`src/design/aitp_pkg.sv`:
```
`default_nettype none
// ----------------------------------------------------------------------------
// aitp_pkg
// shared types and constants of the ascii integer token parser
// ----------------------------------------------------------------------------
package aitp_pkg;

    // field widths
    localparam int CH_W   = 8;
    localparam int VAL_W  = 64;
    localparam int LEN_W  = 8;
    localparam int DIG_W  = 4;
    localparam int FMT_W  = 2;
    // output tdata: ok, value, length, padded to whole bytes
    localparam int OUT_RAW_W = 1 + VAL_W + LEN_W;
    localparam int OUT_W     = ((OUT_RAW_W + 7) / 8) * 8;

    // length saturates at min(MAX_LENGTH, 255)
    localparam int MAX_LENGTH = 255;
    localparam int LEN_CAP_I  = (MAX_LENGTH < 255) ? MAX_LENGTH : 255;
    localparam logic [LEN_W-1:0] LEN_CAP = LEN_W'(LEN_CAP_I);

    // number formats
    localparam logic [FMT_W-1:0] FMT_UDEC = 2'd0;
    localparam logic [FMT_W-1:0] FMT_SDEC = 2'd1;
    localparam logic [FMT_W-1:0] FMT_HEX  = 2'd2;

    // queue between front and back (power of two depth)
    localparam int QDEPTH = 2;
    localparam int QPTR_W = $clog2(QDEPTH);
    localparam int QCNT_W = $clog2(QDEPTH + 1);

    // character class found by the front
    typedef enum logic [5:0] {
        K_DIGIT = 6'b000001,
        K_HEXL  = 6'b000010,
        K_PLUS  = 6'b000100,
        K_MINUS = 6'b001000,
        K_X     = 6'b010000,
        K_OTHER = 6'b100000
    } t_kind;

    typedef struct packed {
        t_kind            kind;
        logic [DIG_W-1:0] dval;
    } t_item;

    // queue head as seen by the back
    typedef struct packed {
        logic  valid;
        t_item item;
    } t_qhead;

    // position inside the token
    typedef enum logic [2:0] {
        PH_START  = 3'b001,
        PH_PREFIX = 3'b010,
        PH_BODY   = 3'b100
    } t_phase;

endpackage
`default_nettype wire

```
`src/design/ascii_integer_token_parser_core.sv`:
```
`default_nettype none
// ----------------------------------------------------------------------------
// ascii_integer_token_parser_core
// parses number tokens from a character stream into 64-bit values
// ----------------------------------------------------------------------------
// usage
//   slave side takes one character per request in s_tdata[7:0]. a token ends
//   at the first character outside the set of the current format; that
//   character is consumed as well and causes one result request on the master
//   side: tdata[0] ok, [64:1] value, [72:65] length, upper bits zero.
//   accepted token characters give no result.
//   the format register (0 unsigned, 1 signed, 2 0x hex, 3 as unsigned) is
//   written on the cfg channel, which is always ready; a write drops any
//   token in progress and is expected only while the block is idle.
//   throughput: one character per cycle while the queue has room; the
//   multiply-by-ten accumulate in the back part is combinational.
//   result path: a terminator is written into the two-entry queue when it is
//   taken and moved from there into the result register once that register
//   is free or being read.
//   reset: synchronous, active low; format returns to unsigned decimal,
//   the queue and result register empty.
//   stall: with the master stalled, the queue still takes token characters;
//   a second terminator waits in the queue, and s_tready drops once both
//   entries are full.
// ----------------------------------------------------------------------------
module ascii_integer_token_parser_core (
    input  wire logic                          i_clk,
    input  wire logic                          i_rst_n,
    input  wire logic                          i_s_tvalid,
    output logic                               o_s_tready,
    input  wire logic [aitp_pkg::CH_W-1:0]     i_s_tdata,   // [7:0] ch
    output logic                               o_m_tvalid,
    input  wire logic                          i_m_tready,
    output logic [aitp_pkg::OUT_W-1:0]         o_m_tdata,   // [0] ok, [64:1] value, [72:65] length
    input  wire logic                          i_cfg_valid,
    output logic                               o_cfg_ready,
    input  wire logic [aitp_pkg::FMT_W-1:0]    i_cfg_data   // [1:0] number_format
);
    import aitp_pkg::*;

    t_qhead w_head;
    logic   w_pop;

    assign o_cfg_ready = 1'b1;

    // front: classify and queue
    aitp_front u_front (
        .i_clk      (i_clk),
        .i_rst_n    (i_rst_n),
        .i_s_tvalid (i_s_tvalid),
        .o_s_tready (o_s_tready),
        .i_s_tdata  (i_s_tdata),
        .o_head     (w_head),
        .i_pop      (w_pop)
    );

    // back: token state and result
    aitp_back u_back (
        .i_clk       (i_clk),
        .i_rst_n     (i_rst_n),
        .i_cfg_valid (i_cfg_valid),
        .i_cfg_data  (i_cfg_data),
        .i_head      (w_head),
        .o_pop       (w_pop),
        .o_m_tvalid  (o_m_tvalid),
        .i_m_tready  (i_m_tready),
        .o_m_tdata   (o_m_tdata)
    );

    // checks
    a_pop_needs_head: assert property (@(posedge i_clk) disable iff (!i_rst_n)
        w_pop |-> w_head.valid)
        else $error("queue popped while empty");

    a_fail_is_zero: assert property (@(posedge i_clk) disable iff (!i_rst_n)
        (o_m_tvalid && !o_m_tdata[0]) |-> (o_m_tdata[OUT_W-1:1] == '0))
        else $error("failed token carries nonzero value or length");

    a_ok_has_length: assert property (@(posedge i_clk) disable iff (!i_rst_n)
        (o_m_tvalid && o_m_tdata[0]) |-> (o_m_tdata[VAL_W+LEN_W:VAL_W+1] != '0))
        else $error("valid token with zero length");

endmodule
`default_nettype wire

```
`src/design/aitp_front.sv`:
```
`default_nettype none
// ----------------------------------------------------------------------------
// aitp_front
// accepts characters, classifies them and queues them for the back
// ----------------------------------------------------------------------------
module aitp_front (
    input  wire logic                    i_clk,
    input  wire logic                    i_rst_n,
    input  wire logic                    i_s_tvalid,
    output logic                         o_s_tready,
    input  wire logic [aitp_pkg::CH_W-1:0] i_s_tdata,  // [7:0] ch
    output aitp_pkg::t_qhead             o_head,
    input  wire logic                    i_pop
);
    import aitp_pkg::*;

    localparam logic [CH_W-1:0] CH_0     = 8'h30;
    localparam logic [CH_W-1:0] CH_9     = 8'h39;
    localparam logic [CH_W-1:0] CH_A     = 8'h61;
    localparam logic [CH_W-1:0] CH_F     = 8'h66;
    localparam logic [CH_W-1:0] CH_PLUS  = 8'h2b;
    localparam logic [CH_W-1:0] CH_MINUS = 8'h2d;
    localparam logic [CH_W-1:0] CH_X     = 8'h78;
    localparam logic [CH_W-1:0] HEXL_OFS = 8'h57;

    t_item              w_item;
    logic [CH_W-1:0]    w_diff;
    logic               w_push;

    t_item              r_mem [QDEPTH];
    logic [QPTR_W-1:0]  r_wptr, n_wptr;
    logic [QPTR_W-1:0]  r_rptr, n_rptr;
    logic [QCNT_W-1:0]  r_count, n_count;

    // character classification
    always_comb begin
        w_item.kind = K_OTHER;
        w_item.dval = '0;
        w_diff      = '0;
        priority if (i_s_tdata >= CH_0 && i_s_tdata <= CH_9) begin
            w_item.kind = K_DIGIT;
            w_diff      = i_s_tdata - CH_0;
            w_item.dval = w_diff[DIG_W-1:0];
        end else if (i_s_tdata >= CH_A && i_s_tdata <= CH_F) begin
            w_item.kind = K_HEXL;
            w_diff      = i_s_tdata - HEXL_OFS;
            w_item.dval = w_diff[DIG_W-1:0];
        end else if (i_s_tdata == CH_PLUS) begin
            w_item.kind = K_PLUS;
        end else if (i_s_tdata == CH_MINUS) begin
            w_item.kind = K_MINUS;
        end else if (i_s_tdata == CH_X) begin
            w_item.kind = K_X;
        end else begin
            w_item.kind = K_OTHER;
        end
    end

    // queue control
    assign o_s_tready = (r_count != QCNT_W'(QDEPTH));
    assign w_push     = i_s_tvalid && o_s_tready;

    always_comb begin
        n_wptr  = w_push ? r_wptr + 1'b1 : r_wptr;
        n_rptr  = i_pop  ? r_rptr + 1'b1 : r_rptr;
        n_count = r_count + QCNT_W'(w_push) - QCNT_W'(i_pop);
    end

    always_ff @(posedge i_clk) begin
        if (!i_rst_n) begin
            r_wptr  <= '0;
            r_rptr  <= '0;
            r_count <= '0;
        end else begin
            r_wptr  <= n_wptr;
            r_rptr  <= n_rptr;
            r_count <= n_count;
        end
    end

    // queue storage
    always_ff @(posedge i_clk) begin
        if (w_push) begin
            r_mem[r_wptr] <= w_item;
        end
    end

    assign o_head.valid = (r_count != '0);
    assign o_head.item  = r_mem[r_rptr];

endmodule
`default_nettype wire

```
`src/design/aitp_back.sv`:
```
`default_nettype none
// ----------------------------------------------------------------------------
// aitp_back
// token state, digit accumulation and the result register
// ----------------------------------------------------------------------------
module aitp_back (
    input  wire logic                        i_clk,
    input  wire logic                        i_rst_n,
    input  wire logic                        i_cfg_valid,
    input  wire logic [aitp_pkg::FMT_W-1:0]  i_cfg_data,
    input  wire aitp_pkg::t_qhead            i_head,
    output logic                             o_pop,
    output logic                             o_m_tvalid,
    input  wire logic                        i_m_tready,
    output logic [aitp_pkg::OUT_W-1:0]       o_m_tdata  // [0] ok, [64:1] value, [72:65] length
);
    import aitp_pkg::*;

    localparam int ACC_W = VAL_W + 4;

    logic [FMT_W-1:0]  r_format;
    t_phase            r_phase, n_phase;
    logic [VAL_W-1:0]  r_mag, n_mag;
    logic              r_neg, n_neg;
    logic              r_ovf, n_ovf;
    logic              r_bad, n_bad;
    logic              r_seen, n_seen;
    logic [LEN_W-1:0]  r_cnt, n_cnt;

    logic              r_out_valid, n_out_valid;
    logic              r_out_ok, n_out_ok;
    logic [VAL_W-1:0]  r_out_val, n_out_val;
    logic [LEN_W-1:0]  r_out_len, n_out_len;

    logic [ACC_W-1:0]  w_dec;
    logic [VAL_W-1:0]  w_hex;
    logic              w_is_hex, w_is_sdec;
    logic              w_take, w_add_dec, w_add_hex;
    logic              w_out_free, w_ok;
    logic [VAL_W-1:0]  w_val;

    assign w_is_hex  = (r_format == FMT_HEX);
    assign w_is_sdec = (r_format == FMT_SDEC);

    // multiply-accumulate by ten and shift-in by sixteen
    assign w_dec = ({4'b0, r_mag} << 3) + ({4'b0, r_mag} << 1)
                 + ACC_W'(i_head.item.dval);
    assign w_hex = {r_mag[VAL_W-5:0], i_head.item.dval};

    // does the head character belong to the token
    always_comb begin
        w_take    = 1'b0;
        w_add_dec = 1'b0;
        w_add_hex = 1'b0;
        if (w_is_hex) begin
            unique case (r_phase)
                PH_START: begin
                    w_take = (i_head.item.kind == K_DIGIT) && (i_head.item.dval == '0);
                end
                PH_PREFIX: begin
                    w_take = (i_head.item.kind == K_X);
                end
                PH_BODY: begin
                    w_add_hex = (i_head.item.kind == K_DIGIT) || (i_head.item.kind == K_HEXL);
                    w_take    = w_add_hex;
                end
                default: w_take = 1'b0;
            endcase
        end else begin
            w_add_dec = (i_head.item.kind == K_DIGIT);
            w_take    = w_add_dec || (w_is_sdec &&
                        (i_head.item.kind == K_PLUS || i_head.item.kind == K_MINUS));
        end
    end

    // final check and sign handling at the terminator
    always_comb begin
        w_ok  = r_seen && !r_bad && !r_ovf;
        w_val = r_mag;
        if (w_is_sdec) begin
            if (r_neg) begin
                if (r_mag[VAL_W-1] && (r_mag[VAL_W-2:0] != '0)) begin
                    w_ok = 1'b0;
                end
                w_val = '0 - r_mag;
            end else if (r_mag[VAL_W-1]) begin
                w_ok = 1'b0;
            end
        end
    end

    assign w_out_free = !r_out_valid || i_m_tready;

    // token state and result register update
    always_comb begin
        n_phase     = r_phase;
        n_mag       = r_mag;
        n_neg       = r_neg;
        n_ovf       = r_ovf;
        n_bad       = r_bad;
        n_seen      = r_seen;
        n_cnt       = r_cnt;
        n_out_valid = r_out_valid && !i_m_tready;
        n_out_ok    = r_out_ok;
        n_out_val   = r_out_val;
        n_out_len   = r_out_len;
        o_pop       = 1'b0;
        priority if (i_cfg_valid) begin
            // a format write abandons the token
            n_phase = PH_START;
            n_mag   = '0;
            n_neg   = 1'b0;
            n_ovf   = 1'b0;
            n_bad   = 1'b0;
            n_seen  = 1'b0;
            n_cnt   = '0;
        end else if (i_head.valid && w_take) begin
            o_pop = 1'b1;
            if (r_cnt != LEN_CAP) begin
                n_cnt = r_cnt + 1'b1;
            end
            if (w_is_hex) begin
                if (r_phase == PH_START) begin
                    n_phase = PH_PREFIX;
                end else if (r_phase == PH_PREFIX) begin
                    n_phase = PH_BODY;
                end
            end else begin
                n_phase = PH_BODY;
            end
            if (w_add_dec) begin
                n_seen = 1'b1;
                if (!r_ovf) begin
                    if (w_dec[ACC_W-1:VAL_W] != '0) begin
                        n_ovf = 1'b1;
                    end else begin
                        n_mag = w_dec[VAL_W-1:0];
                    end
                end
            end else if (w_add_hex) begin
                n_seen = 1'b1;
                if (!r_ovf) begin
                    if (r_mag[VAL_W-1:VAL_W-4] != '0) begin
                        n_ovf = 1'b1;
                    end else begin
                        n_mag = w_hex;
                    end
                end
            end else if (r_phase == PH_START) begin
                n_neg = (i_head.item.kind == K_MINUS);
            end else if (!w_is_hex) begin
                n_bad = 1'b1;
            end
        end else if (i_head.valid && w_out_free) begin
            // terminator: emit one result and start a new token
            o_pop       = 1'b1;
            n_out_valid = 1'b1;
            n_out_ok    = w_ok;
            n_out_val   = w_ok ? w_val : '0;
            n_out_len   = w_ok ? r_cnt : '0;
            n_phase     = PH_START;
            n_mag       = '0;
            n_neg       = 1'b0;
            n_ovf       = 1'b0;
            n_bad       = 1'b0;
            n_seen      = 1'b0;
            n_cnt       = '0;
        end else begin
            o_pop = 1'b0;
        end
    end

    always_ff @(posedge i_clk) begin
        if (!i_rst_n) begin
            r_format    <= FMT_UDEC;
            r_phase     <= PH_START;
            r_mag       <= '0;
            r_neg       <= 1'b0;
            r_ovf       <= 1'b0;
            r_bad       <= 1'b0;
            r_seen      <= 1'b0;
            r_cnt       <= '0;
            r_out_valid <= 1'b0;
        end else begin
            if (i_cfg_valid) begin
                r_format <= i_cfg_data;
            end
            r_phase     <= n_phase;
            r_mag       <= n_mag;
            r_neg       <= n_neg;
            r_ovf       <= n_ovf;
            r_bad       <= n_bad;
            r_seen      <= n_seen;
            r_cnt       <= n_cnt;
            r_out_valid <= n_out_valid;
        end
    end

    // result payload
    always_ff @(posedge i_clk) begin
        r_out_ok  <= n_out_ok;
        r_out_val <= n_out_val;
        r_out_len <= n_out_len;
    end

    assign o_m_tvalid = r_out_valid;
    assign o_m_tdata  = OUT_W'({r_out_len, r_out_val, r_out_ok});

endmodule
`default_nettype wire
```
`config.mk`:
```
export PLATFORM = sky130hd
export DESIGN_NAME = ascii_integer_token_parser_core
export DESIGN_NICKNAME = d
export VERILOG_FILES = /design/src/design/aitp_pkg.sv /design/src/design/ascii_integer_token_parser_core.sv /design/src/design/aitp_front.sv /design/src/design/aitp_back.sv
export SDC_FILE = /design/constraint.sdc
export NUM_CORES = 1
export LEC_CHECK = 0
export CORE_AREA = 2 2 241 243
export DETAILED_ROUTE_END_ITERATION = 16
export DIE_AREA = 0 0 243 245
export DONT_BUFFER_PORTS = 1
export HOLD_SLACK_MARGIN = 0.05
export PLACE_DENSITY_LB_ADDON = 0.3
export REMOVE_ABC_BUFFERS = 1
export SYNTH_ARGS = -nofsm -noshare
export SYNTH_HDL_FRONTEND = slang
export SYNTH_SLANG_ARGS = --single-unit
```
`constraint.sdc`:
```
create_clock -name i_clk -period 9.3 [get_ports i_clk]
set_clock_uncertainty 0.1 [all_clocks]
set_input_delay 1.86 -clock i_clk [delete_from_list [all_inputs] [get_ports i_clk]]
set_output_delay 1.86 -clock i_clk [all_outputs]
set_load 0.03 [all_outputs]
```
### Yosys cells after proc, flatten, opt, wreduce, memory -nomap -nowiden

Memories as Yosys holds them, arrays and structs flattened. A register that Yosys moved wholly into a read port is not among the register bits.
Cells that the tools add are included.
Widths: inputs -> output; s select.

* bits in registers: 159
* RAM bits: 20
* input bits: 15
* memories kept: 1

* add/sub/neg operators: 10
* order comparisons: 4
* equality and inequality tests: 26
* muxes and demuxes: 63
* bitwise operators: 3
* reductions and logical operators: 33

Memories
* u_front.r_mem: depth 2, bits a word 10, rd ports 1, clocked after memory_dff 1, wr ports 1, line aitp_front.sv:30 `t_item r_mem [QDEPTH];`

Operators with widths (count)
* $mux 64: 10
* $add 67x65->68: 1
* $add 68x4->68: 1
* $sub 1x64->64 const A: 1
* $reduce_bool 63->1: 1
* $mux 1: 38
* $mux 6: 4
* $mux 8: 3
* $eq 8x6->1 const B: 2
* $ne 2x2->1 const B: 8
* $mux 3: 5
* $logic_and 1x1->1: 11
* $mux 10: 1
* $reduce_and 5->1: 2
* $add 8x1->8 const B: 1
* $eq 8x7->1 const B: 1
* $ge 8x6->1 const B: 1
* $ge 8x7->1 const B: 1
* $le 8x6->1 const B: 1
* $le 8x7->1 const B: 1
* $ne 8x8->1 const B: 1
* $reduce_bool 4->1: 2
* $eq 6x1->1 const B: 1
* $eq 6x2->1 const B: 1
* other kinds (28): 40

### Longest topological paths before layout

Gate-level depths: netlist (run 1).

* word-level depth: 10
* gate-level depth with buffers: 19
* mapped depth without buffers: 15

### Cells and area by module

Synthesis (run 1) repeated with hierarchy kept, for this count alone.

* cells, all modules: 1768
* area total of the unflattened synthesis: 14400.1 sq um

Modules (own cells, without submodules)
* aitp_back: times used 1, cells each 1675, area an instance 13176.4 sq um, sequential area each 3833.7 sq um
* aitp_front: times used 1, cells each 91, area an instance 1212.4 sq um, sequential area each 700.7 sq um
* ascii_integer_token_parser_core: times used 1, cells each 2, area an instance 11.3 sq um, sequential area each 0.0 sq um

### Worst setup path before layout (run 1)

OpenSTA, ideal clock, no wires.

* kind: input to register
* start: in i_m_tready
* end: reg u_back.r_out_len[0], enable pin
* library setup time: 505 ps
* data arrival time: 5325 ps
* setup slack: 3370 ps
* cell stages on the path: 3
* cell sequence: nor2b_1 -> or3_1 -> nor2_1

* cells in the longest elaborated chain, start to end: 3

RTL lines
* start, declared: line ascii_integer_token_parser_core.sv:33 `input wire logic i_m_tready,`
* $logic_or 1x1->1: line aitp_back.sv:92 `assign w_out_free = !r_out_valid || i_m_tready;`
* $logic_and 1x1->1: line aitp_back.sv:154 `end else if (i_head.valid && w_out_free) begin`
* $reduce_and 3->1 (no source line)
* end signal, assigned: line aitp_back.sv:203 `r_out_len <= n_out_len;`
* end, declared: line aitp_back.sv:33 `logic [LEN_W-1:0] r_out_len, n_out_len;`

Every way passes these cells.
A chain may end at the register's enable or synchronous reset.

==> results of run 1 <==
==> sequential cells by signal, summed over array words and instances (netlist names), named ones only <==
name,flops
u_back.r_mag,64
u_back.r_out_val,64
u_front.r_mem,20
u_back.r_cnt,8
u_back.r_out_len,8
u_back.r_phase,3
u_back.r_format,2
u_front.r_count,2
u_back.o_m_tvalid,1
u_back.r_bad,1
u_back.r_neg,1
u_back.r_out_ok,1
u_back.r_ovf,1
u_back.r_seen,1
u_front.r_rptr,1
u_front.r_wptr,1
==> power breakdown <==
group	switching, W	internal [W]	leakage [nW]
combinational	0.000252	0.0000837	3.90
sequential	0.000189	0.000947	1.59
clock	0.000373	0.000358	0.279
total	0.000814	0.00139	5.76
==> placed cells by master, fill, tap and decap left out, types with 6 or more instances in the layout <==
master,count
dfxtp_1,87
mux2i_1,29
nand2_1,176
o21a_1,8
xor2_1,58
nor2b_1,12
inv_1,31
nor4_1,20
a2111oi_0,11
nand2b_1,12
clkbuf_16,17
nor3_1,29
or2_2,8
a21o_1,34
nor2_1,144
a31oi_1,12
o31ai_1,17
a31o_2,20
a21oi_1,163
buf_4,13
a211oi_1,8
o21ai_0,112
o21bai_1,14
o211ai_1,9
and2_1,20
and3_1,7
nor3b_1,8
nor2_2,12
conb_1,8
nand4_1,37
ha_1,134
edfxtp_1,93
xnor2_1,75
or4_1,14
or3_1,17
nand3_1,34
o41ai_1,6
==> through the flow <==
stage,instances,total power (W),instance area (um2),util (%),hold WS (ns)
after detailed placement,2339,0.00150,14700,25.8,0.350
after global placement,2339,0.00149,14700,25.8,0.343
after floorplan,1561,0.00135,13600,-,0.331
after global routing,2371,0.00230,15300,26.8,0.382
final,2371,0.00220,15300,26.8,0.364
after CTS,2371,0.00224,15300,26.8,0.362
==> worst min path at each step <==
| stage | start | to | cells after the start | slack (ns) |
|---|---|---|---|---|
| after floorplan | u_back.r_seen$_SDFFE_PP0P_ | u_back.r_seen$_SDFFE_PP0P_ | 2 | 0.33 |
| after global placement | u_back.r_seen$_SDFFE_PP0P_ | u_back.r_seen$_SDFFE_PP0P_ | 2 | 0.34 |
| after detailed placement | u_back.r_seen$_SDFFE_PP0P_ | u_back.r_seen$_SDFFE_PP0P_ | 2 | 0.35 |
| after CTS | u_back.r_seen$_SDFFE_PP0P_ | u_back.r_seen$_SDFFE_PP0P_ | 2 | 0.36 |
| after global routing | u_back.r_seen$_SDFFE_PP0P_ | u_back.r_seen$_SDFFE_PP0P_ | 2 | 0.38 |
| final | u_back.r_seen$_SDFFE_PP0P_ | u_back.r_seen$_SDFFE_PP0P_ | 2 | 0.36 |
==> cell families after synthesis <==
| logic type | synth area share (%) |
|---|---|
| AND/OR/NAND/NOR | 20.4 |
| AO/OA/AOI/OAI | 20.3 |
| flip-flops | 32.2 |
| adder cells (fa/ha/maj) | 12.2 |
| XOR/XNOR | 8.27 |
| buffers and inverters | 4.27 |
| multiplexers | 2.38 |
| other | 0.0533 |
==> per-layer routing <==
layer / routed length, um / global-route usage [%] / vias up / share of wire (%)
met5: 0 / 0 / - / 0
met4: 1070 / 5.07 / 0 / 2.4
met3: 1370 / 2.50 / 48 / 3.1
met2: 21400 / 25.7 / 265 / 49
met1: 19900 / 18.4 / 5782 / 46
li1: - / - / 5944 / -
==> final cells by class <==
type | instances | area (um2) | area share, %
Inverter | 31 | 116 | 0.760
Clock buffer | 17 | 425 | 2.78
Timing Repair Buffer | 13 | 97.6 | 0.638
Multi-Input combinational cell | 1350 | 9020 | 58.9
Sequential cell | 180 | 4530 | 29.6
Tap cell | 765 | 957 | 6.25
Clock inverter | 15 | 154 | 1.01
==> worst reg2reg max path, cell delays in order (launching register included) <==
cell and delay (ns):
dfxtp_1 0.74, mux2i_1 0.37, fa_1 0.47, inv_1 0.11
ha_1 0.25, a211oi_1 0.22, o21ai_1 0.16, o31ai_2 0.30
o21ai_0 0.22, a31oi_1 0.48, o21ai_1 0.22, a41oi_1 0.28
xnor2_1 0.15, o31ai_4 0.88, nand2_1 0.73, buf_4 0.49
a32o_1 0.32
==> summary.txt, run 1 <==
STA
  • Final Max Tran Viols: 0
  • Setup TNS: 0 ns
  • Final Hold Fails: 0
  • Final setup fails: 0
  • Fmax: 151 MHz
  • Unrepaired setup endpoints after global routing: no
  • Worst-margin pin slew: 1.12 ns
  • Final clock period utilization by the worst path: 71.1%
  • Headroom to the max-slew limit: 25.6%
  • Setup ws final: 2.69 ns
  • Tmin final: 6.61 ns

Critical path
  • Setup CP Type: flop to flop
  • R2R setup slack: 2.69 ns
  • Chain of cells forming the critical path: mux2i_1 -> fa_1 -> inv_1 -> ha_1 -> a211oi_1 -> o21ai_1 -> o31ai_2 -> o21ai_0 -> a31oi_1 -> o21ai_1 -> a41oi_1 -> xnor2_1 -> o31ai_4 -> nand2_1 -> buf_4 -> a32o_1
  • CP Buf/Inv Count: 2
  • Slowest CP cell: o31ai_4
  • Required @ worst endpoint: 9.57 ns
  • Crit path to: u_back.r_mag[56]$_SDFFE_PP0P_
  • Setup crit end kind: flop
  • Cell family with most CP delay: compound AO/OA/AOI/OAI gates
  • Levels on crit path: 16
  • RR Endpoint: u_back.r_mag[56]$_SDFFE_PP0P_
  • Max FO, Critical Path: 24
  • Most common cell on crit path: o21ai_1
  • Slowest stage delay, CP: 0.88 ns
  • R2R cell count: 16
  • Startpoint types: flop
  • Critical path arrival: 6.88 ns

Die
  • Die Ht: 245 um
  • CORE AREA: 0.0570 mm2
  • I/O Pins: 98
  • Initial Utilization: 24.7%
  • Die width: 243 um
  • DIE AREA: 0.0595 mm2
  • Rows: 88

Synth
  • Yosys warns: 0
  • Synth top cells by count: 176 x nand2_1, 163 x a21oi_1, 149 x nor2_1, 134 x ha_1, 112 x o21ai_0
  • Synth Flop Type: edfxtp_1
  • Synth area leaders: edfxtp_1 20%, dfxtp_1 12%, ha_1 12%
  • Asr flop ratio synth: 0%
  • Yosys reg bits: 180
  • Top-count cell post-synth: nand2_1
  • Synth area leader: edfxtp_1
  • Post-synth cell types: 79
  • Post-Syn Instances: 1,657
  • Post-synth EDFFs: 93
  • Sequential cell area fraction in the yosys report: 32.2%
  • Synth top area share: 19.8%
  • Mapped Area: 0.0141 mm2
  • Synth Area per Inst: 8.50 um2

Drt
  • First-pass iteration count of the detailed router: 6
  • Residual DRC count: 0
  • ANT nets after route: 0
  • DR vias: 12,000
  • Via density: 5.08
  • Wire per inst: 18.5 um
  • DR iter-0 viols: 859
  • Routed WL: 43,700 um

Clock network
  • Post CTS Setup Buffer Count: 0
  • Clk pin slew, worst setup/hold paths: 0.08 ns
  • Post_cts resized: 0
  • CTS max path bufs: 2
  • Worst-skew pair later-pin latency: 0.48 ns
  • H-tree levels: 4
  • CTS Buf Count: 17
  • CTS tree: done
  • Cts hold-fix bufs: 0
  • Clock sinks: 180
  • Root buf cell: clkbuf_16

Global route
  • Grt ovf: 0
  • Largest net degree at the start of global routing: 66
  • First-pass GRT wire length: 69,500 um
  • Initial antenna violation count: 0
  • Vias in the first global route: 12,100
  • Total track usage: 14.8%

Finish
  • Ant diodes: 0
  • Fillers: 6,248
  • Nets@finish: 1,744
  • Layout cells sized above 1: 6.97%
  • Area grow syn2layout: 8.66%

Placed design
  • Pre-CTS WS: 2.74 ns
  • Post-DP HPWL: 32,100 um
  • Port Buffer Count: 0
  • RD Place Congestion: 0.893

Worst hold path
  • Worst Hold Class: flop to flop

Power and ir drop
  • Power Dens Cells: 144 mW/mm2
  • Peak VDD IR: 0.0996 mV
  • P_leak: 5.76 nW

Status
  • Status: finished, final reports clean

Job
  • Max-cap violations: 0
Power figures use the tool's default switching activity.
==> run 2, diff against run 1 <==
==> constraint.sdc (replaced) <==
create_clock -name i_clk -period 5.76 [get_ports i_clk]
set_clock_uncertainty 0.1 [all_clocks]
set_input_delay 1.152 -clock i_clk [delete_from_list [all_inputs] [get_ports i_clk]]
set_output_delay 1.152 -clock i_clk [all_outputs]
set_load 0.03 [all_outputs]
==> run 2 against run 1 <==
Effect of this change:
- maximum frequency grew 28%
- count of clock-buffer cells in the layout unchanged
- power rose by 65%
- utilization grew 0.23 points
- largest power group unchanged
- final cell count up 0.63%
- global-route usage increased by 0.48 points
- non-clock buffer count grew 15
- flip-flop and latch count did not move
- clock power rose by 68%
- sequential power grew 60%
- critical endpoint is now u_back.r_mag[27]$_SDFFE_PP0P_
- setup slack worse by 2.1 ns
==> summary.txt, run 2 (same netlist as run 1, synthesis figures left out) <==
Drt
  • Wire per inst: 18.9 um (+2.6%)
  • DR vias: 12,200 (+1.2%)
  • Residual DRC count: 0 (unchanged)
  • First-pass iteration count of the detailed router: 5 (-1)
  • Via density: 5.11 (+0.55%)
  • Routed WL: 45,200 um (+3.2%)
  • DR iter-0 viols: 953 (+11%)
  • ANT nets after route: 0 (unchanged)

Critical path
  • Setup CP Type: flop to flop
  • Max FO, Critical Path: 27 (+13%)
  • CP Buf/Inv Count: 2 (unchanged)
  • Slowest CP cell: a2111oi_0
  • R2R cell count: 16 (unchanged)
  • Slowest stage delay, CP: 0.56 ns (-0.32 ns)
  • R2R setup slack: 0.60 ns (-2.09 ns)
  • Setup crit end kind: flop
  • Cell family with most CP delay: compound AO/OA/AOI/OAI gates
  • Required @ worst endpoint: 6.09 ns (-3.48 ns)
  • RR Endpoint: u_back.r_mag[27]$_SDFFE_PP0P_
  • Chain of cells forming the critical path: buf_4 -> mux2_2 -> ha_1 -> ha_1 -> a211oi_1 -> o21ai_1 -> a21oi_1 -> o221ai_1 -> a2111oi_0 -> a21oi_1 -> a31oi_1 -> mux2i_1 -> o31a_1 -> buf_12 -> or4_1 -> a21oi_1
  • Startpoint types: flop
  • Critical path arrival: 5.49 ns (-1.39 ns)
  • Most common cell on crit path: a21oi_1

STA
  • WHS: 0.367 ns (+0.00341 ns)
  • Worst-margin pin slew: 1.06 ns (-0.0542 ns)
  • Headroom to the max-slew limit: 29.2% (+3.7 points)
  • Setup TNS: 0 ns (unchanged)
  • Final clock period utilization by the worst path: 89.6% (+19 points)
  • Unrepaired setup endpoints after global routing: no
  • Final Max Tran Viols: 0 (unchanged)
  • Fmax: 194 MHz (+28%)
  • Tmin final: 5.16 ns (-1.45 ns)
  • Final Hold Fails: 0 (unchanged)
  • Setup ws final: 0.596 ns (-2.09 ns)
  • Final setup fails: 0 (unchanged)

Die
  • CORE AREA: 0.0570 mm2 (unchanged)
  • Die width: 243 um (unchanged)
  • Die Ht: 245 um (unchanged)
  • Rows: 88 (unchanged)
  • Initial Utilization: 24.7% (unchanged)
  • I/O Pins: 98 (unchanged)
  • DIE AREA: 0.0595 mm2 (unchanged)

Job
  • Max-cap violations: 0 (unchanged)

Worst hold path
  • Worst Hold Class: flop to flop
  • Hold path start: u_back.r_seen$_SDFFE_PP0P_
  • WHS Path Cells: 2 (unchanged)
  • WHS Endpoint: u_back.r_seen$_SDFFE_PP0P_

Global route
  • Initial antenna violation count: 0 (unchanged)
  • Vias in the first global route: 12,200 (+0.42%)
  • First-pass GRT wire length: 70,500 um (+1.5%)
  • Largest net degree at the start of global routing: 66 (unchanged)
  • Total track usage: 15.2% (+0.48 points)
  • Grt ovf: 0 (unchanged)

Status
  • Status: finished, final reports clean

Clock network
  • Clk pin slew, worst setup/hold paths: 0.08 ns (about the same)
  • Cts hold-fix bufs: 0 (unchanged)
  • CTS max path bufs: 2 (unchanged)
  • Post_cts resized: 0 (unchanged)
  • Clock sinks: 180 (unchanged)
  • CTS tree: done
  • Worst-skew pair later-pin latency: 0.50 ns (+0.02 ns)
  • CTS Buf Count: 17 (unchanged)
  • H-tree levels: 4 (unchanged)
  • Post CTS Setup Buffer Count: 0 (unchanged)
  • Root buf cell: clkbuf_16

Power and ir drop
  • Sequential share of power: 50.0% (-1.6 points)
  • P_leak: 5.84 nW (+1.4%)
  • Sw frac: 37.6% (+0.61 points)
  • Comb pwr share: 16.3% (+1.0 points)
  • Int Power: 0.00227 W (+64%)
  • Net switching power: 0.00137 W (+68%)
  • Power Dens Cells: 236 mW/mm2 (+64%)
  • Peak VDD IR: 0.140 mV (+41%)
  • Clock share of power: 33.8% (+0.6 points)

Placed design
  • Post-DP HPWL: 33,600 um (+4.9%)
  • Placed Cells: 2,354 (+0.64%)
  • RD Place Congestion: 0.892 (about the same)
  • Port Buffer Count: 0 (unchanged)
  • Pre-CTS WS: 0.657 ns (-2.08 ns)

Finish
  • Nets@finish: 1,759 (+0.86%)
  • Fillers: 6,228 (-0.32%)
  • Most frequent cells in the layout: 176 x nand2_1, 163 x a21oi_1, 146 x nor2_1, 134 x ha_1, 112 x o21ai_0
  • Area grow syn2layout: 9.59%
  • Layout cells sized above 1: 7.65% (+0.68 points)
  • Ant diodes: 0 (unchanged)
  • Most common cell after layout, fill and taps aside: nand2_1
  • Final Non-Filler Cells: 2,386 (+0.63%)
  • Biggest regs: u_back.r_mag x64, u_back.r_out_val x64, u_front.r_mem x20
run 2: changes by cell type in the layout (fill, tap and decap cells not counted), sizes merged:
cell and change:
buf +15, clkinv +1, inv -1
run 2: how the worst max path moves through the flow:
stage,from,endpoint,slack [ns],cells after the start
floorplan,flop,u_back.r_mag[53]$_SDFFE_PP0P_,-0.54,15
global placement,flop,u_back.r_mag[27]$_SDFFE_PP0P_,0.81,18
detailed placement,flop,u_back.r_mag[27]$_SDFFE_PP0P_,0.66,16
CTS,flop,u_back.r_mag[27]$_SDFFE_PP0P_,0.61,16
global route,flop,u_back.r_mag[27]$_SDFFE_PP0P_,0.21,16
finish,flop,u_back.r_mag[27]$_SDFFE_PP0P_,0.60,16
run 2: area by class of cell:
cell class / count / area, um2 / area share (%)
multi-input combinational: 1350 / 9000 / 58.3
sequential: 180 / 4530 / 29.4
tap: 765 / 957 / 6.20
clock buffer: 17 / 425 / 2.76
timing repair buffer: 28 / 223 / 1.44
clock inverter: 15 / 179 / 1.16
inverter: 31 / 116 / 0.754
run 2: through the flow:
stage          total power, W  util, %  cell area (um2)
6_report              0.00364     27.1            15400
5_1_grt               0.00380     27.1            15400
4_1_cts               0.00370     27.1            15400
3_5_place_dp          0.00245     26.0            14800
3_3_place_gp          0.00245     26.0            14800
2_1_floorplan         0.00218        -            13600
run 2: per-layer routing:
layer | GRT usage [%] | routed length [um] | vias up
met2 | 26.4 | 22200 | 230
met5 | 0 | 0 | -
li1 | - | - | 5971
met3 | 2.78 | 1410 | 55
met1 | 19.2 | 20600 | 5926
met4 | 4.62 | 911 | 0
run 2: tightest hold or removal path, stage by stage, from the launching register on:
cell and delay, ns:
dfxtp_1 0.32, nand2_1 0.05, a21oi_1 0.05
run 2: power groups by stage:
| stage | Sequential [W] | Clock [W] | Combinational [W] |
|---|---|---|---|
| global placement | 0.00186 | 0 | 0.000596 |
| CTS | 0.00183 | 0.00128 | 0.000599 |
| detailed placement | 0.00186 | 0 | 0.000595 |
| floorplan | 0.00184 | 0 | 0.000348 |
| finish | 0.00182 | 0.00123 | 0.000592 |
| global route | 0.00184 | 0.00132 | 0.000641 |
==> run 3, diff against run 2 <==
--- a/config.mk
+++ b/config.mk
@@ -5,6 +5,8 @@
 export SDC_FILE = /design/constraint.sdc
 export NUM_CORES = 1
 export LEC_CHECK = 0
+export CELL_PAD_IN_SITES_DETAIL_PLACEMENT = 0
+export CELL_PAD_IN_SITES_GLOBAL_PLACEMENT = 1
 export CORE_AREA = 2 2 241 243
 export DETAILED_ROUTE_END_ITERATION = 16
 export DIE_AREA = 0 0 243 245
==> run 3 against run 2 <==
Effect of this change:
- clock power is essentially flat
- flip-flop and latch count unchanged
- worst hold slack worse by 0.00062 ns
- final cell count up 0.34%
- maximum frequency up 9.1%
- sequential share of layout area decreased by 0.097 points
- register-to-register slack better by 0.43 ns
- sequential power hardly changed
- first-iteration DRC count shrank 29%
- power up 0.55%
- utilization grew 0.090 points
- global-route usage up 0.49 points
- highest routed layer unchanged
==> summary.txt, run 3 (same netlist as run 1, synthesis figures left out) <==
Worst hold path
  • Worst Hold Class: flop to flop
  • Hold path start: u_back.r_seen$_SDFFE_PP0P_

Die
  • Rows: 88 (unchanged)
  • I/O Pins: 98 (unchanged)
  • DIE AREA: 0.0595 mm2 (unchanged)
  • CORE AREA: 0.0570 mm2 (unchanged)
  • Die Ht: 245 um (unchanged)
  • Die width: 243 um (unchanged)
  • Initial Utilization: 24.7% (unchanged)

Placed design
  • RD Place Congestion: 0.858 (-3.8%)
  • Post-DP HPWL: 34,900 um (+3.6%)
  • Port Buffer Count: 0 (unchanged)

Clock network
  • CTS tree: done
  • H-tree levels: 4 (unchanged)
  • Clock sinks: 180 (unchanged)
  • Clk pin slew, worst setup/hold paths: 0.08 ns (about the same)
  • Post_cts resized: 0 (unchanged)
  • Root buf cell: clkbuf_16
  • Post CTS Setup Buffer Count: 0 (unchanged)
  • Worst-skew pair later-pin latency: 0.49 ns (about the same)
  • Cts hold-fix bufs: 0 (unchanged)
  • CTS Buf Count: 17 (unchanged)
  • CTS max path bufs: 2 (unchanged)

Finish
  • Layout cells sized above 1: 8.10% (+0.45 points)
  • Fillers: 6,286 (+0.93%)
  • Area grow syn2layout: 9.95%
  • Most frequent cells in the layout: 176 x nand2_1, 163 x a21oi_1, 146 x nor2_1, 134 x ha_1, 112 x o21ai_0
  • Nets@finish: 1,767 (+0.45%)
  • Ant diodes: 0 (unchanged)
  • Most common cell after layout, fill and taps aside: nand2_1
  • Biggest regs: u_back.r_mag x64, u_back.r_out_val x64, u_front.r_mem x20

STA
  • Final clock period utilization by the worst path: 82.1% (-7.5 points)
  • Final Max Tran Viols: 0 (unchanged)
  • Headroom to the max-slew limit: 25.8% (-3.4 points)
  • Unrepaired setup endpoints after global routing: no
  • Fmax: 211 MHz (+9.1%)
  • Worst-margin pin slew: 1.11 ns (+0.0486 ns)
  • Final setup fails: 0 (unchanged)
  • Final Hold Fails: 0 (unchanged)
  • Tmin final: 4.73 ns (-0.432 ns)
  • WHS: 0.367 ns (-0.000625 ns)

Power and ir drop
  • Clock share of power: 33.6% (-0.2 points)
  • Power Dens Cells: 236 mW/mm2 (+0.21%)
  • Int Power: 0.00228 W (+0.29%)
  • Peak VDD IR: 0.162 mV (+16%)
  • Sw frac: 37.7% (+0.16 points)
  • Sequential share of power: 49.8% (-0.2 points)
  • Power, Total: 0.00366 W (+0.55%)
  • P_leak: 5.89 nW (+0.79%)
  • Comb pwr share: 16.6% (+0.3 points)
  • Net switching power: 0.00138 W (+0.98%)

Global route
  • Largest net degree at the start of global routing: 66 (unchanged)
  • Initial antenna violation count: 0 (unchanged)
  • Grt ovf: 0 (unchanged)
  • Vias in the first global route: 12,300 (+1.4%)
  • First-pass GRT wire length: 73,400 um (+4.1%)
  • Total track usage: 15.7% (+0.49 points)
  • Busiest grt layer: met2
  • Met3 Usage GRT: 2.72% (-0.055 points)
  • Met2 Track Usage GR: 27.3% (+0.87 points)
  • Met1 Use GR: 19.9% (+0.69 points)

Drt
  • Via density: 5.07 (-0.69%)
  • Routed WL: 46,700 um (+3.4%)
  • First-pass iteration count of the detailed router: 5 (unchanged)
  • DR vias: 12,100 (-0.35%)
  • Residual DRC count: 0 (unchanged)
  • ANT nets after route: 0 (unchanged)
  • Wire per inst: 19.5 um (+3.1%)
  • DR iter-0 viols: 677 (-29%)

Critical path
  • Cell family with most CP delay: compound AO/OA/AOI/OAI gates
  • Setup CP Type: flop to flop
  • Slowest CP cell: or4_1
  • CP Buf/Inv Count: 3 (+1)
  • Chain of cells forming the critical path: buf_4 -> mux2_2 -> ha_1 -> ha_1 -> fa_1 -> nand3_1 -> a21oi_1 -> o21ai_0 -> a311oi_1 -> nor3_1 -> buf_4 -> or3_1 -> o211ai_1 -> xor2_1 -> o31a_1 -> buf_4 -> or4_1 -> a21oi_1
  • Max FO, Critical Path: 21 (-22%)
  • Slowest stage delay, CP: 0.53 ns (-0.03 ns)
  • Startpoint types: flop
  • Required @ worst endpoint: 6.07 ns (-0.02 ns)
  • Critical path arrival: 5.05 ns (-0.44 ns)
  • Most common cell on crit path: buf_4
  • Setup crit end kind: flop

Job
  • Max-cap violations: 0 (unchanged)

Status
  • Status: finished, final reports clean
run 3: cell types whose count changed in the layout (fill, tap and decap cells not counted), sizes merged:
cell      delta
buf          +8
clkinv       +1
clkinvlp     -2
inv          +1
run 3: final cells by class:
cell class / instances / area (um2) / share of cell area (%)
Multi-Input combinational cell: 1350 / 9010 / 58.2
Sequential cell: 180 / 4530 / 29.3
Timing Repair Buffer: 36 / 270 / 1.75
Clock buffer: 17 / 425 / 2.75
Clock inverter: 15 / 176 / 1.14
Inverter: 31 / 116 / 0.751
Tap cell: 765 / 957 / 6.18
run 3: path summary, 6_finish.rpt:
check	endpoint	slack (ns)	cells past startpoint
worst max-delay path	u_back.r_mag[27]$_SDFFE_PP0P_	1.03	18
worst min-delay path	u_back.r_seen$_SDFFE_PP0P_	0.37	2
worst max register to register	u_back.r_mag[27]$_SDFFE_PP0P_	1.03	18
worst min register to register	u_back.r_seen$_SDFFE_PP0P_	0.37	2
run 3: power groups by stage:
| stage | Clock (W) | Sequential [W] | Combinational [W] |
|---|---|---|---|
| floorplan | 0 | 0.00184 | 0.000348 |
| global placement | 0 | 0.00186 | 0.000604 |
| detailed placement | 0 | 0.00186 | 0.000614 |
| CTS | 0.00128 | 0.00183 | 0.000615 |
| global route | 0.00131 | 0.00184 | 0.000661 |
| finish | 0.00123 | 0.00182 | 0.000608 |
run 3: metal layers:
| layer | wire, um | share of wire, % | vias to the layer above |
|---|---|---|---|
| met2 | 22600 | 48 | 197 |
| met5 | 0 | 0 | - |
| met4 | 970 | 2.1 | 0 |
| met1 | 21500 | 46 | 5887 |
| met3 | 1660 | 3.6 | 53 |
| li1 | - | - | 6002 |
run 3: worst register-to-register path: cells and delay by family (launching register included):
kind / cells / cell delay, ns
xor gates and xnor gates: 1 / 0.18
and+or+nand+nor: 4 / 1.00
AOI/OAI and AO/OA: 6 / 1.15
muxes: 1 / 0.38
adders and majority gates: 3 / 0.84
DFF: 1 / 0.38
buffers and inverters: 3 / 0.63
run 3: stage by stage:
stage	util [%]	cells	setup WS, ns	cell area [um2]	TNS, ns
floorplan	-	1561	-0.536	13600	-16.39
finish	27.2	2394	1.03	15500	0
global route	27.2	2394	0.622	15500	0
CTS	27.2	2394	1.01	15500	0
global placement	26.1	2362	1.17	14900	0
detailed placement	26.1	2362	1.04	14900	0
